**src/rtl/kmsd_pkg.sv**
```systemverilog
package kmsd_pkg;

  localparam logic [7:0] DEBOUNCE_RESET = 8'd10;

  localparam int COL_W   = 3;
  localparam int ROWIN_W = 16;
  localparam int QUERY_W = 4;
  localparam int KEYS_W  = 8;
  localparam int COUNT_W = 8;

  localparam int IN_TDATA_W  = 24;
  localparam int OUT_TDATA_W = 24;

  typedef struct packed {
    logic [COL_W-1:0]   column_index;
    logic [ROWIN_W-1:0] row_bits;
    logic               scan_end;
    logic [QUERY_W-1:0] query_row;
  } kmsd_item_t;

  typedef struct packed {
    logic               settled;
    logic               bounce_seen;
    logic [KEYS_W-1:0]  row_keys;
    logic               ghost;
    logic [COUNT_W-1:0] key_count;
  } kmsd_result_t;

endpackage

```
**src/rtl/kmsd_matrix.sv**
```systemverilog
module kmsd_matrix
  import kmsd_pkg::*;
#(
  parameter int ROWS = 16,
  parameter int COLS = 8
) (
  input  logic         clk,
  input  logic         rst,
  input  logic         upd,
  input  kmsd_item_t   item,
  input  logic [7:0]   debounce_scans,
  output kmsd_result_t res
);

  localparam int CW = $clog2(ROWS * COLS + 1);
  localparam int RW = $clog2(ROWS + 1);
  localparam int QW = (COLS > KEYS_W) ? COLS : KEYS_W;

  logic [COLS-1:0] raw [ROWS];
  logic [COLS-1:0] raw_next [ROWS];
  logic [COLS-1:0] stable [ROWS];
  logic [COLS-1:0] stable_next [ROWS];
  logic [ROWS-1:0] col_v [COLS];
  logic [COLS-1:0] multi, multi_next;
  logic [CW-1:0]   raw_count, raw_count_next;
  logic [CW-1:0]   stable_count, stable_count_next;
  logic [7:0]      counter, counter_a, counter_next, reload;
  logic [COLS-1:0] col_sel;
  logic [31:0]     rows_x;
  logic [ROWS-1:0] up, dn;
  logic [RW-1:0]   n_up, n_dn;
  logic            changed, bounce, copy;
  logic [COLS-1:0] qrow;
  logic [QW-1:0]   qrow_x;

  // column update, running count of raw keys, settle countdown
  always_comb begin
    rows_x = 32'(item.row_bits);
    for (int c = 0; c < COLS; c++) begin
      col_sel[c] = (32'(item.column_index) == c);
    end
    for (int r = 0; r < ROWS; r++) begin
      raw_next[r] = raw[r];
      for (int c = 0; c < COLS; c++) begin
        if (col_sel[c] && (r < ROWIN_W)) begin
          raw_next[r][c] = rows_x[r];
        end
      end
      up[r] = |(raw_next[r] & ~raw[r]);
      dn[r] = |(raw[r] & ~raw_next[r]);
    end
    n_up = '0;
    n_dn = '0;
    for (int r = 0; r < ROWS; r++) begin
      n_up = n_up + RW'(up[r]);
      n_dn = n_dn + RW'(dn[r]);
    end
    changed        = |(up | dn);
    raw_count_next = raw_count + CW'(n_up) - CW'(n_dn);

    reload    = (debounce_scans != 8'd0) ? debounce_scans : 8'd1;
    bounce    = changed && (counter != 8'd0);
    counter_a = changed ? reload : counter;
    if (item.scan_end && (counter_a != 8'd0)) begin
      counter_next = counter_a - 8'd1;
      copy         = (counter_a == 8'd1);
    end else begin
      counter_next = counter_a;
      copy         = 1'b0;
    end

    // a column shared by two or more rows, kept per column of the stable copy
    for (int c = 0; c < COLS; c++) begin
      for (int r = 0; r < ROWS; r++) begin
        col_v[c][r] = raw_next[r][c];
      end
      multi_next[c] = copy ? ((col_v[c] & (col_v[c] - ROWS'(1))) != '0) : multi[c];
    end
    for (int r = 0; r < ROWS; r++) begin
      stable_next[r] = copy ? raw_next[r] : stable[r];
    end
    stable_count_next = copy ? raw_count_next : stable_count;
  end

  // result from the state after this request
  always_comb begin
    qrow = '0;
    for (int r = 0; r < ROWS; r++) begin
      if (32'(item.query_row) == r) begin
        qrow = stable_next[r];
      end
    end
    qrow_x          = QW'(qrow);
    res.settled     = (counter_next == 8'd0);
    res.bounce_seen = bounce;
    res.row_keys    = qrow_x[KEYS_W-1:0];
    res.ghost       = ((qrow & (qrow - COLS'(1))) != '0) && (|(qrow & multi_next));
    res.key_count   = (32'(stable_count_next) > 32'd255) ? 8'hFF
                                                         : COUNT_W'(stable_count_next);
  end

  always_ff @(posedge clk) begin
    if (rst) begin
      for (int r = 0; r < ROWS; r++) begin
        raw[r]    <= '0;
        stable[r] <= '0;
      end
      multi        <= '0;
      raw_count    <= '0;
      stable_count <= '0;
      counter      <= DEBOUNCE_RESET;
    end else if (upd) begin
      raw          <= raw_next;
      stable       <= stable_next;
      multi        <= multi_next;
      raw_count    <= raw_count_next;
      stable_count <= stable_count_next;
      counter      <= counter_next;
    end
  end

endmodule

```
**src/rtl/key_matrix_scan_debouncer_unit.sv**
```systemverilog
// Key matrix scan debouncer. Each request on the s_ side is one column read
// (column, active-high row bits, s_tlast on the last column of a scan); each
// one yields exactly one result on the m_ side describing the matrix after
// that read: settled flag, bounce flag, the stable keys and ghost flag of the
// queried row, and the saturated count of stable keys. One request per clock
// is taken while m_tready low holds no result; a result is offered on m_ once
// its request has passed the input register and then the result register,
// the whole state update done as it enters the latter. s_tready falls only
// while a result is held by m_tready low and the input register is full. The
// user must write debounce_scans on the cfg_ channel (always ready) only while
// no request is in flight; the block itself does not enforce this. A new value
// takes effect at the next reload of the settle counter.
module key_matrix_scan_debouncer_unit
  import kmsd_pkg::*;
#(
  parameter int ROWS = 16,
  parameter int COLS = 8
) (
  input  logic                   clk,
  input  logic                   rst,
  input  logic                   s_tvalid,
  output logic                   s_tready,
  // [2:0] column_index, [18:3] row_bits, [22:19] query_row, [23] zero
  input  logic [IN_TDATA_W-1:0]  s_tdata,
  input  logic                   s_tlast,
  output logic                   m_tvalid,
  input  logic                   m_tready,
  // [0] settled, [1] bounce_seen, [9:2] row_keys, [10] ghost,
  // [18:11] key_count, [23:19] zero
  output logic [OUT_TDATA_W-1:0] m_tdata,
  input  logic                   cfg_valid,
  output logic                   cfg_ready,
  input  logic [7:0]             cfg_data
);

  logic         in_valid;
  kmsd_item_t   in_item;
  logic         out_valid;
  kmsd_result_t out_res;
  kmsd_result_t res;
  logic [7:0]   debounce_scans;
  logic         out_free, advance;

  assign out_free  = !out_valid || m_tready;
  assign advance   = in_valid && out_free;
  assign s_tready  = !in_valid || advance;
  assign cfg_ready = 1'b1;

  always_ff @(posedge clk) begin
    if (rst) begin
      debounce_scans <= DEBOUNCE_RESET;
    end else if (cfg_valid) begin
      debounce_scans <= cfg_data;
    end
  end

  always_ff @(posedge clk) begin
    if (rst) begin
      in_valid  <= 1'b0;
      out_valid <= 1'b0;
    end else begin
      if (s_tready) begin
        in_valid <= s_tvalid;
      end
      if (out_free) begin
        out_valid <= in_valid;
      end
    end
  end

  always_ff @(posedge clk) begin
    if (s_tvalid && s_tready) begin
      in_item.column_index <= s_tdata[COL_W-1:0];
      in_item.row_bits     <= s_tdata[COL_W +: ROWIN_W];
      in_item.query_row    <= s_tdata[COL_W + ROWIN_W +: QUERY_W];
      in_item.scan_end     <= s_tlast;
    end
    if (advance) begin
      out_res <= res;
    end
  end

  kmsd_matrix #(
    .ROWS(ROWS),
    .COLS(COLS)
  ) u_matrix (
    .clk            (clk),
    .rst            (rst),
    .upd            (advance),
    .item           (in_item),
    .debounce_scans (debounce_scans),
    .res            (res)
  );

  assign m_tvalid = out_valid;
  assign m_tdata  = {5'd0, out_res.key_count, out_res.ghost, out_res.row_keys,
                     out_res.bounce_seen, out_res.settled};

endmodule

```
**config.mk**
```make
export PLATFORM = sky130hd
export DESIGN_NAME = key_matrix_scan_debouncer_unit
export DESIGN_NICKNAME = d
export VERILOG_FILES = /design/src/rtl/kmsd_pkg.sv /design/src/rtl/kmsd_matrix.sv /design/src/rtl/key_matrix_scan_debouncer_unit.sv
export SDC_FILE = /design/constraint.sdc
export NUM_CORES = 1
export LEC_CHECK = 0
export BUFFER_PORTS_ARGS = -buffer_cell sky130_fd_sc_hd__buf_4
export CAP_MARGIN = 20
export CORE_UTILIZATION = 60
export CTS_CLUSTER_SIZE = 24
export DETAILED_ROUTE_END_ITERATION = 12
export PLACE_DENSITY = 0.79
export SYNTH_ARGS = -nofsm -noshare
export SYNTH_HDL_FRONTEND = slang
export SYNTH_SLANG_ARGS = --single-unit
```
**constraint.sdc**
```tcl
create_clock -name clk -period 7.9 [get_ports clk]
set_input_delay 0.79 -clock clk [delete_from_list [all_inputs] [get_ports clk]]
set_output_delay 0.79 -clock clk [all_outputs]
set_load 0.01 [all_outputs]
```
==> results of run 1 <==
## power groups by stage
| stage | Combinational, mW | Clock [mW] | Sequential, mW |
|---|---|---|---|
| 2_1_floorplan | 1.31 | 0 | 1.92 |
| 3_3_place_gp | 1.72 | 0 | 1.95 |
| 3_5_place_dp | 1.78 | 0 | 1.96 |
| 4_1_cts | 1.84 | 1.81 | 1.92 |
| 5_1_grt | 2.08 | 1.90 | 1.93 |
| 6_report | 1.90 | 1.82 | 1.93 |
## registers in the layout, indices dropped and copies added, names as in the netlist
register               cells
u_matrix.counter           8
u_matrix.stable          128
u_matrix.stable_count      8
u_matrix.raw             128
u_matrix.multi             8
u_matrix.raw_count         8
in_valid                   1
in_item                   24
m_tdata                   19
m_tvalid                   1
debounce_scans             8
## layout make-up
cell class | count | area (µm²) | share of cell area [%]
clock inverter | 19 | 163 | 0.705
timing repair buffer | 177 | 1420 | 6.17
sequential | 341 | 7260 | 31.5
inverter | 79 | 304 | 1.32
clock buffer | 53 | 1080 | 4.68
tap | 448 | 561 | 2.43
multi-input combinational | 1786 | 12300 | 53.2
## stage by stage
| step | hold WS, ns | cell area [µm²] | util [%] | power, mW |
|---|---|---|---|---|
| floorplan | 0.431 | 20600 | - | 3.23 |
| global placement | 0.439 | 21800 | 64.7 | 3.67 |
| detailed placement | 0.447 | 21800 | 64.7 | 3.74 |
| CTS | 0.380 | 23000 | 68.4 | 5.57 |
| global route | 0.378 | 23100 | 68.4 | 5.91 |
| finish | 0.380 | 23100 | 68.4 | 5.65 |
## cell usage after synthesis, drive strengths merged (5+ instances only)
| cell type | instances | share of area (%) |
|---|---|---|
| nor2 | 370 | 6.7 |
| dfxtp | 298 | 29 |
| a211oi | 258 | 9.4 |
| mux2i | 241 | 12 |
| nand2 | 180 | 3.3 |
| clkbuf | 148 | 2.7 |
| a21oi | 104 | 2.6 |
| inv | 79 | 1.4 |
| o21ai | 69 | 1.7 |
| mux2 | 49 | 2.8 |
| buf | 47 | 1.5 |
| edfxtp | 43 | 6.3 |
| nand3 | 42 | 1.0 |
| nor3 | 41 | 1.0 |
| nand2b | 26 | 0.80 |
| fa | 25 | 2.4 |
| maj3 | 25 | 1.2 |
| ha | 20 | 1.2 |
| and2 | 19 | 0.58 |
| o22ai | 18 | 0.55 |
| nor2b | 17 | 0.52 |
| xnor2 | 17 | 0.72 |
| nand4 | 16 | 0.49 |
| a21o | 15 | 0.55 |
| mux4 | 15 | 1.6 |
| a31oi | 13 | 0.39 |
| and3 | 13 | 0.39 |
| or2 | 13 | 0.39 |
| nor4 | 12 | 0.42 |
| or3 | 12 | 0.36 |
| a2111oi | 11 | 0.50 |
| a22oi | 11 | 0.40 |
| o211ai | 11 | 0.40 |
| a22o | 9 | 0.38 |
| and4 | 9 | 0.38 |
| a311oi | 6 | 0.25 |
| o21bai | 6 | 0.22 |
| a221oi | 5 | 0.21 |
| o2111ai | 5 | 0.21 |
| or4 | 5 | 0.18 |
| xor2 | 5 | 0.21 |
## layer usage
metal / wire (µm) / vias up / GRT usage [%] / share of wire, %
li1: - / 8776 / - / -
met1: 28500 / 9377 / 54.6 / 40
met2: 29900 / 1242 / 58.3 / 42
met3: 8790 / 244 / 10.6 / 12
met4: 4100 / 0 / 21.2 / 5.7
met5: 0 / - / 0.412 / 0
## cells by family (layout without fill, tap and decap cells)
group	Yosys count	after routing	share of synthesized area [%]
AO/OA/AOI/OAI	594	594	20.1
other	2	6	0.0364
flip-flops	341	341	35.2
buffers and inverters	274	328	5.68
adder cells (fa/ha/maj)	70	70	4.85
AND/OR/NAND/NOR	789	789	17.1
multiplexers	305	305	16.1
XOR/XNOR	22	22	0.934
## worst min-delay path by stage
stage	cells after the start	to	start	slack [ns]
after floorplan	2	u_matrix.stable[27]$_SDFFE_PP0P_	u_matrix.stable[27]$_SDFFE_PP0P_	0.43
after global placement	2	u_matrix.stable[8]$_SDFFE_PP0P_	u_matrix.stable[8]$_SDFFE_PP0P_	0.44
after detailed placement	2	u_matrix.multi[5]$_SDFFE_PP0P_	u_matrix.multi[5]$_SDFFE_PP0P_	0.45
after CTS	1	in_item[16]$_DFFE_PP_	s_tdata[14]	0.38
after global routing	1	in_item[16]$_DFFE_PP_	s_tdata[14]	0.38
final	1	in_item[20]$_DFFE_PP_	s_tdata[18]	0.38
## what timing repair did
item,in CTS,in global routing
endpoints found under the setup margin,0,4
resized for setup,0,6
setup buffers,0,0
## worst register-to-register path, delay by kind of cell, from the launching register on
family          cells  cell delay (ns)
compound gates      7             1.40
flops               1             0.48
fa+ha+maj           1             0.27
mux                 4             1.26
buf+inv             7             1.39
simple gates        8             2.49
==> impl_metrics.csv, run 1 <==
group,metric,value,unit
setup_path,crit_path_start,"in_item[21]$_DFFE_PP_",
timing,slew_violations,0,
timing,hold_violations,0,
place,portBuffers,57,
grt,grt_pass1_vias,18100,
detailed_routing,ant_nets,0,
timing,min_period_over_period,95.6,%
yosys,synthCells,2397,
detailed_routing,routed_wl,71.3,mm
cells_and_area,fillers,2706,
run_status,status,"finished clean",
power_and_ir_drop,switching_power,2.02,mW
setup_path,reg2reg_from,"in_item[21]$_DFFE_PP_",
timing,setup_ws,0.350,ns
die,die_w,187,µm
clock_network,cts_tree,"done",
cells_and_area,layout.nets,2507,
setup_path,cp_top_family,"simple AND/OR/NAND/NOR gates",
power_and_ir_drop,vdd_drop_max,0.518,mV
cells_and_area,antenna_cells,0,
setup_path,start_kind,"register",
detailed_routing,drc_errors,0,
power_and_ir_drop,power_switching_share,35.7,%
yosys,synth_ff_type,"dfxtp_1",
power_and_ir_drop,power.internal,3.63,mW
grt,grtUsageTotal,40.2,%
die,num_rows,67,
setup_path,crit_slowest_cell,"or3_1",
setup_path,cp-endpoint,"m_tdata[10]$_DFFE_PP_",
clock_network,max-clock-path-buffers,3,
detailed_routing,drt-initial-drc-count,3011,
yosys,syn_area_per_cell,8.60,µm²
power_and_ir_drop,p_leak,8.79,nW
clock_network,cts_buffers,39,
timing,tns,0,ns
place,pre_cts_slack,0.321,ns
clock_network,htree_levels,2,
setup_path,path_depth,27,
yosys,ys_ff_latch,341,
setup_path,reg2reg_depth,27,
detailed_routing,vias,19600,
setup_path,cp_num_buf_inv,7,
yosys,synth_cell_types,91,
setup_path,ff2ff_setup_slack,0.35,ns
cells_and_area,drive_above_1_share,13.8,%
timing,period_needed,7.55,ns
setup_path,crit_path_end_kind,"register",
timing,max_freq,0.132,GHz
detailed_routing,firstDrtPassIters,6,
grt,grt_max_degree,160,
setup_path,crit_required,8.21,ns
place,gp_congestion,0.980,
grt,grt_overflow,0,
timing,clock_skew,0.0279,ns
yosys,synth_edf_count,43,
die,dieArea,35100,µm²
grt,grt_pass1_wl,108,mm
power_and_ir_drop,combPwrFrac,33.7,%
setup_path,r2r-end,"m_tdata[10]$_DFFE_PP_",
yosys,synthArstFlopShare,0,%
setup_path,worstPathArrival,7.86,ns
die,io_pins,65,
job,cap_violations,0,
clock_network,cts-root-buf,"clkbuf_16",
clock_network,cts.sinks,341,
power_and_ir_drop,pwr-share-seq,34.1,%
setup_path,critPathMaxStageDelay,0.63,ns
clock_network,path_clk_slew,0.07,ns
clock_network,hold_buffers,0,
worst_hold_path,worst_hold_path_type,"in -> reg",
power_and_ir_drop,p_per_area,245,nW/µm²
yosys,seq_area_frac_synth,35.2,%
die,start_util,61.2,%
setup_path,worst_path_most_repeated_cell,"buf_4",
yosys,ys_warn_count,0,
cells_and_area,final_cell_mix,"nor2_1, dfxtp_1, a211oi_1",
die,core_area,33700,µm²
grt,antenna_found_initial,0,
yosys,synth_area,20600,µm²
power_and_ir_drop,p_clk_share,32.2,%
detailed_routing,avgRoutedWirePerCell,24.6,µm
cells_and_area,syn_to_final_growth,11.8,%
timing,relSlewSlack,28.5,%
timing,rsz0062_at_grt,"false",
die,die_h,187,µm
timing,tightest_slew,1.07,ns
place,dp_hpwl,50.6,mm
cells_and_area,layoutNonFillerInstCount,2903,
clock_network,clock_latency,0.58,ns
timing,setup_violations,0,
setup_path,cp_max_fo,25,
place,dp_cells,2831,
cells_and_area,final_common_cell,"nor2_1",
detailed_routing,via_per_inst,6.77,
setup_path,crit_type,"reg -> reg",
(Power assumes the default switching activity.)
==> run 2, diff against run 1 <==
Settings changed: CORE_ASPECT_RATIO set to 0.5.
==> run 2 against run 1 <==
  * Combinational power fell by 7%
  * Clock power fell by 14%
  * Global-route usage hardly changed
  * Utilization is 0.81 points lower
  * Fmax is 0.39% higher
  * Clock skew fell by 0.0055 ns
  * Sequential share of layout area rose by 0.60 points
  * Die area grew 0.13%
  * First-iteration DRC count rose by 13%
  * Non-clock buffer count decreased by 22
  * Final cell count fell by 1.6%
==> impl_metrics.csv, run 2 (synthesis gave the netlist of run 1 again) <==
group,metric,value,unit
timing,max_freq,0.133,GHz
setup_path,reg2reg_depth,22,
power_and_ir_drop,total_power,5.24,mW
detailed_routing,vias,19400,
grt,grt_overflow,0,
detailed_routing,ant_nets,0,
timing,slew_violations,0,
setup_path,reg2reg_from,"in_item[21]$_DFFE_PP_",
setup_path,crit_required,8.23,ns
die,die_w,264,µm
setup_path,r2r-end,"m_tdata[10]$_DFFE_PP_",
job,cap_violations,0,
place,dp_hpwl,50.9,mm
detailed_routing,via_per_inst,6.80,
grt,antenna_found_initial,3,
die,core_area,33500,µm²
power_and_ir_drop,vdd_drop_max,0.253,mV
clock_network,cts.sinks,341,
detailed_routing,firstDrtPassIters,8,
place,dp_cells,2795,
setup_path,ff2ff_setup_slack,0.38,ns
setup_path,cp-endpoint,"m_tdata[10]$_DFFE_PP_",
timing,period_needed,7.52,ns
clock_network,cts-root-buf,"clkbuf_16",
cells_and_area,utilization,67.6,%
cells_and_area,final_cell_mix,"nor2_1, dfxtp_1, a211oi_1",
die,die_h,133,µm
setup_path,crit_path_start,"in_item[21]$_DFFE_PP_",
detailed_routing,avgRoutedWirePerCell,25.2,µm
timing,tns,0,ns
place,dpl_cell_area,21600,µm²
die,start_util,61.6,%
timing,setup_violations,0,
setup_path,crit_type,"reg -> reg",
clock_network,max-clock-path-buffers,3,
cells_and_area,drive_above_1_share,12.6,%
place,portBuffers,57,
clock_network,htree_levels,1,
die,num_rows,47,
timing,holdWs,0.364,ns
cells_and_area,final_common_cell,"nor2_1",
timing,min_period_over_period,95.2,%
detailed_routing,routed_wl,72.1,mm
cells_and_area,largest_registers,"u_matrix.raw x128, u_matrix.stable x128, in_item x24",
setup_path,worstPathArrival,7.85,ns
timing,clock_skew,0.0225,ns
die,dieArea,35200,µm²
die,io_pins,65,
clock_network,clock_latency,0.60,ns
timing,setup_ws,0.379,ns
setup_path,start_kind,"register",
setup_path,crit_path_end_kind,"register",
clock_network,path_clk_slew,0.07,ns
grt,grt_pass1_wl,108,mm
cells_and_area,syn_to_final_growth,9.73,%
run_status,status,"finished clean",
grt,grt_pass1_vias,17300,
cells_and_area,layout.nets,2476,
cells_and_area,layoutNonFillerInstCount,2858,
place,pre_cts_slack,0.305,ns
timing,tightest_slew,1.26,ns
clock_network,cts_buffers,30,
power_and_ir_drop,p_per_area,232,nW/µm²
timing,hold_violations,0,
timing,relSlewSlack,15.7,%
grt,grtUsageTotal,40.2,%
power_and_ir_drop,p_leak,8.55,nW
cells_and_area,final_area,22600,µm²
place,gp_congestion,1.03,
detailed_routing,drt-initial-drc-count,3414,
setup_path,cp_max_fo,30,
worst_hold_path,worst_hold_path_type,"in -> reg",
clock_network,cts_tree,"done",
detailed_routing,drc_errors,0,
grt,grt_max_degree,248,
[run 2: cell types whose count changed in the layout (fill, tap and decap cells not counted), moves of 2 or more]
cell | before | now
inv_6 | 4 | 0
clkbuf_16 | 40 | 31
buf_12 | 7 | 5
clkinv_4 | 0 | 2
a21oi_1 | 100 | 102
a21oi_2 | 3 | 1
clkbuf_1 | 10 | 5
clkbuf_8 | 3 | 6
buf_4 | 169 | 147
[run 2: worst min path at each step]
stage | from | endpoint | slack [ns] | depth (start not counted)
floorplan | u_matrix.stable[27]$_SDFFE_PP0P_ | u_matrix.stable[27]$_SDFFE_PP0P_ | 0.43 | 2
global placement | u_matrix.stable[27]$_SDFFE_PP0P_ | u_matrix.stable[27]$_SDFFE_PP0P_ | 0.44 | 2
detailed placement | u_matrix.stable[27]$_SDFFE_PP0P_ | u_matrix.stable[27]$_SDFFE_PP0P_ | 0.44 | 2
CTS | s_tdata[12] | in_item[14]$_DFFE_PP_ | 0.36 | 1
global route | s_tdata[12] | in_item[14]$_DFFE_PP_ | 0.36 | 1
finish | s_tdata[22] | in_item[3]$_DFFE_PP_ | 0.36 | 1
[run 2: metal layers]
metal  vias up  routed length, µm  GRT usage (%)
met3       202              12600           18.7
met1      9116              29500           57.2
met2      1408              27400           52.8
li1       8708                  -              -
met4         4               2620           12.5
met5         -                 26          0.541
[run 2: worst max-delay path, stage by stage (launching register included)]
cell and delay, ns:
edfxtp_1 0.37, buf_12 0.22, buf_4 0.26, buf_4 0.22, mux4_2 0.51, mux2i_1 0.25, o22a_1 0.20, nand4_1 0.10
or4_1 0.48, or3_1 0.51, mux2i_1 0.22, ha_1 0.26, nand3b_1 0.25, nor2_1 0.27, mux2_4 0.47, mux2i_1 0.63
a21oi_1 0.18, nor4_1 0.52, o22ai_1 0.29, a2111oi_1 0.68, nand2b_1 0.11, o21ai_1 0.14, a31oi_1 0.09
[run 2: power breakdown]
part           internal [mW]  total, mW  switching (mW)
logic                  0.725       1.76            1.03
registers               1.83       1.93          0.0933
clock network          0.839       1.56           0.718
[run 2: layout make-up]
cell class,count,area [µm²]
multi-input cells,1786,12300
diodes,1,2.50
repair buffers,155,1230
well taps,441,552
inverters,79,304
flip-flops and latches,341,7260
fillers,2742,10800
clock inverters,13,123
clock buffers,42,877
[run 2: timing repair]
action,4_1_cts,5_1_grt
gates resized for setup,0,5
setup endpoints to repair,0,4
hold buffers,0,0
setup buffers,0,7
hold endpoints to repair,0,0
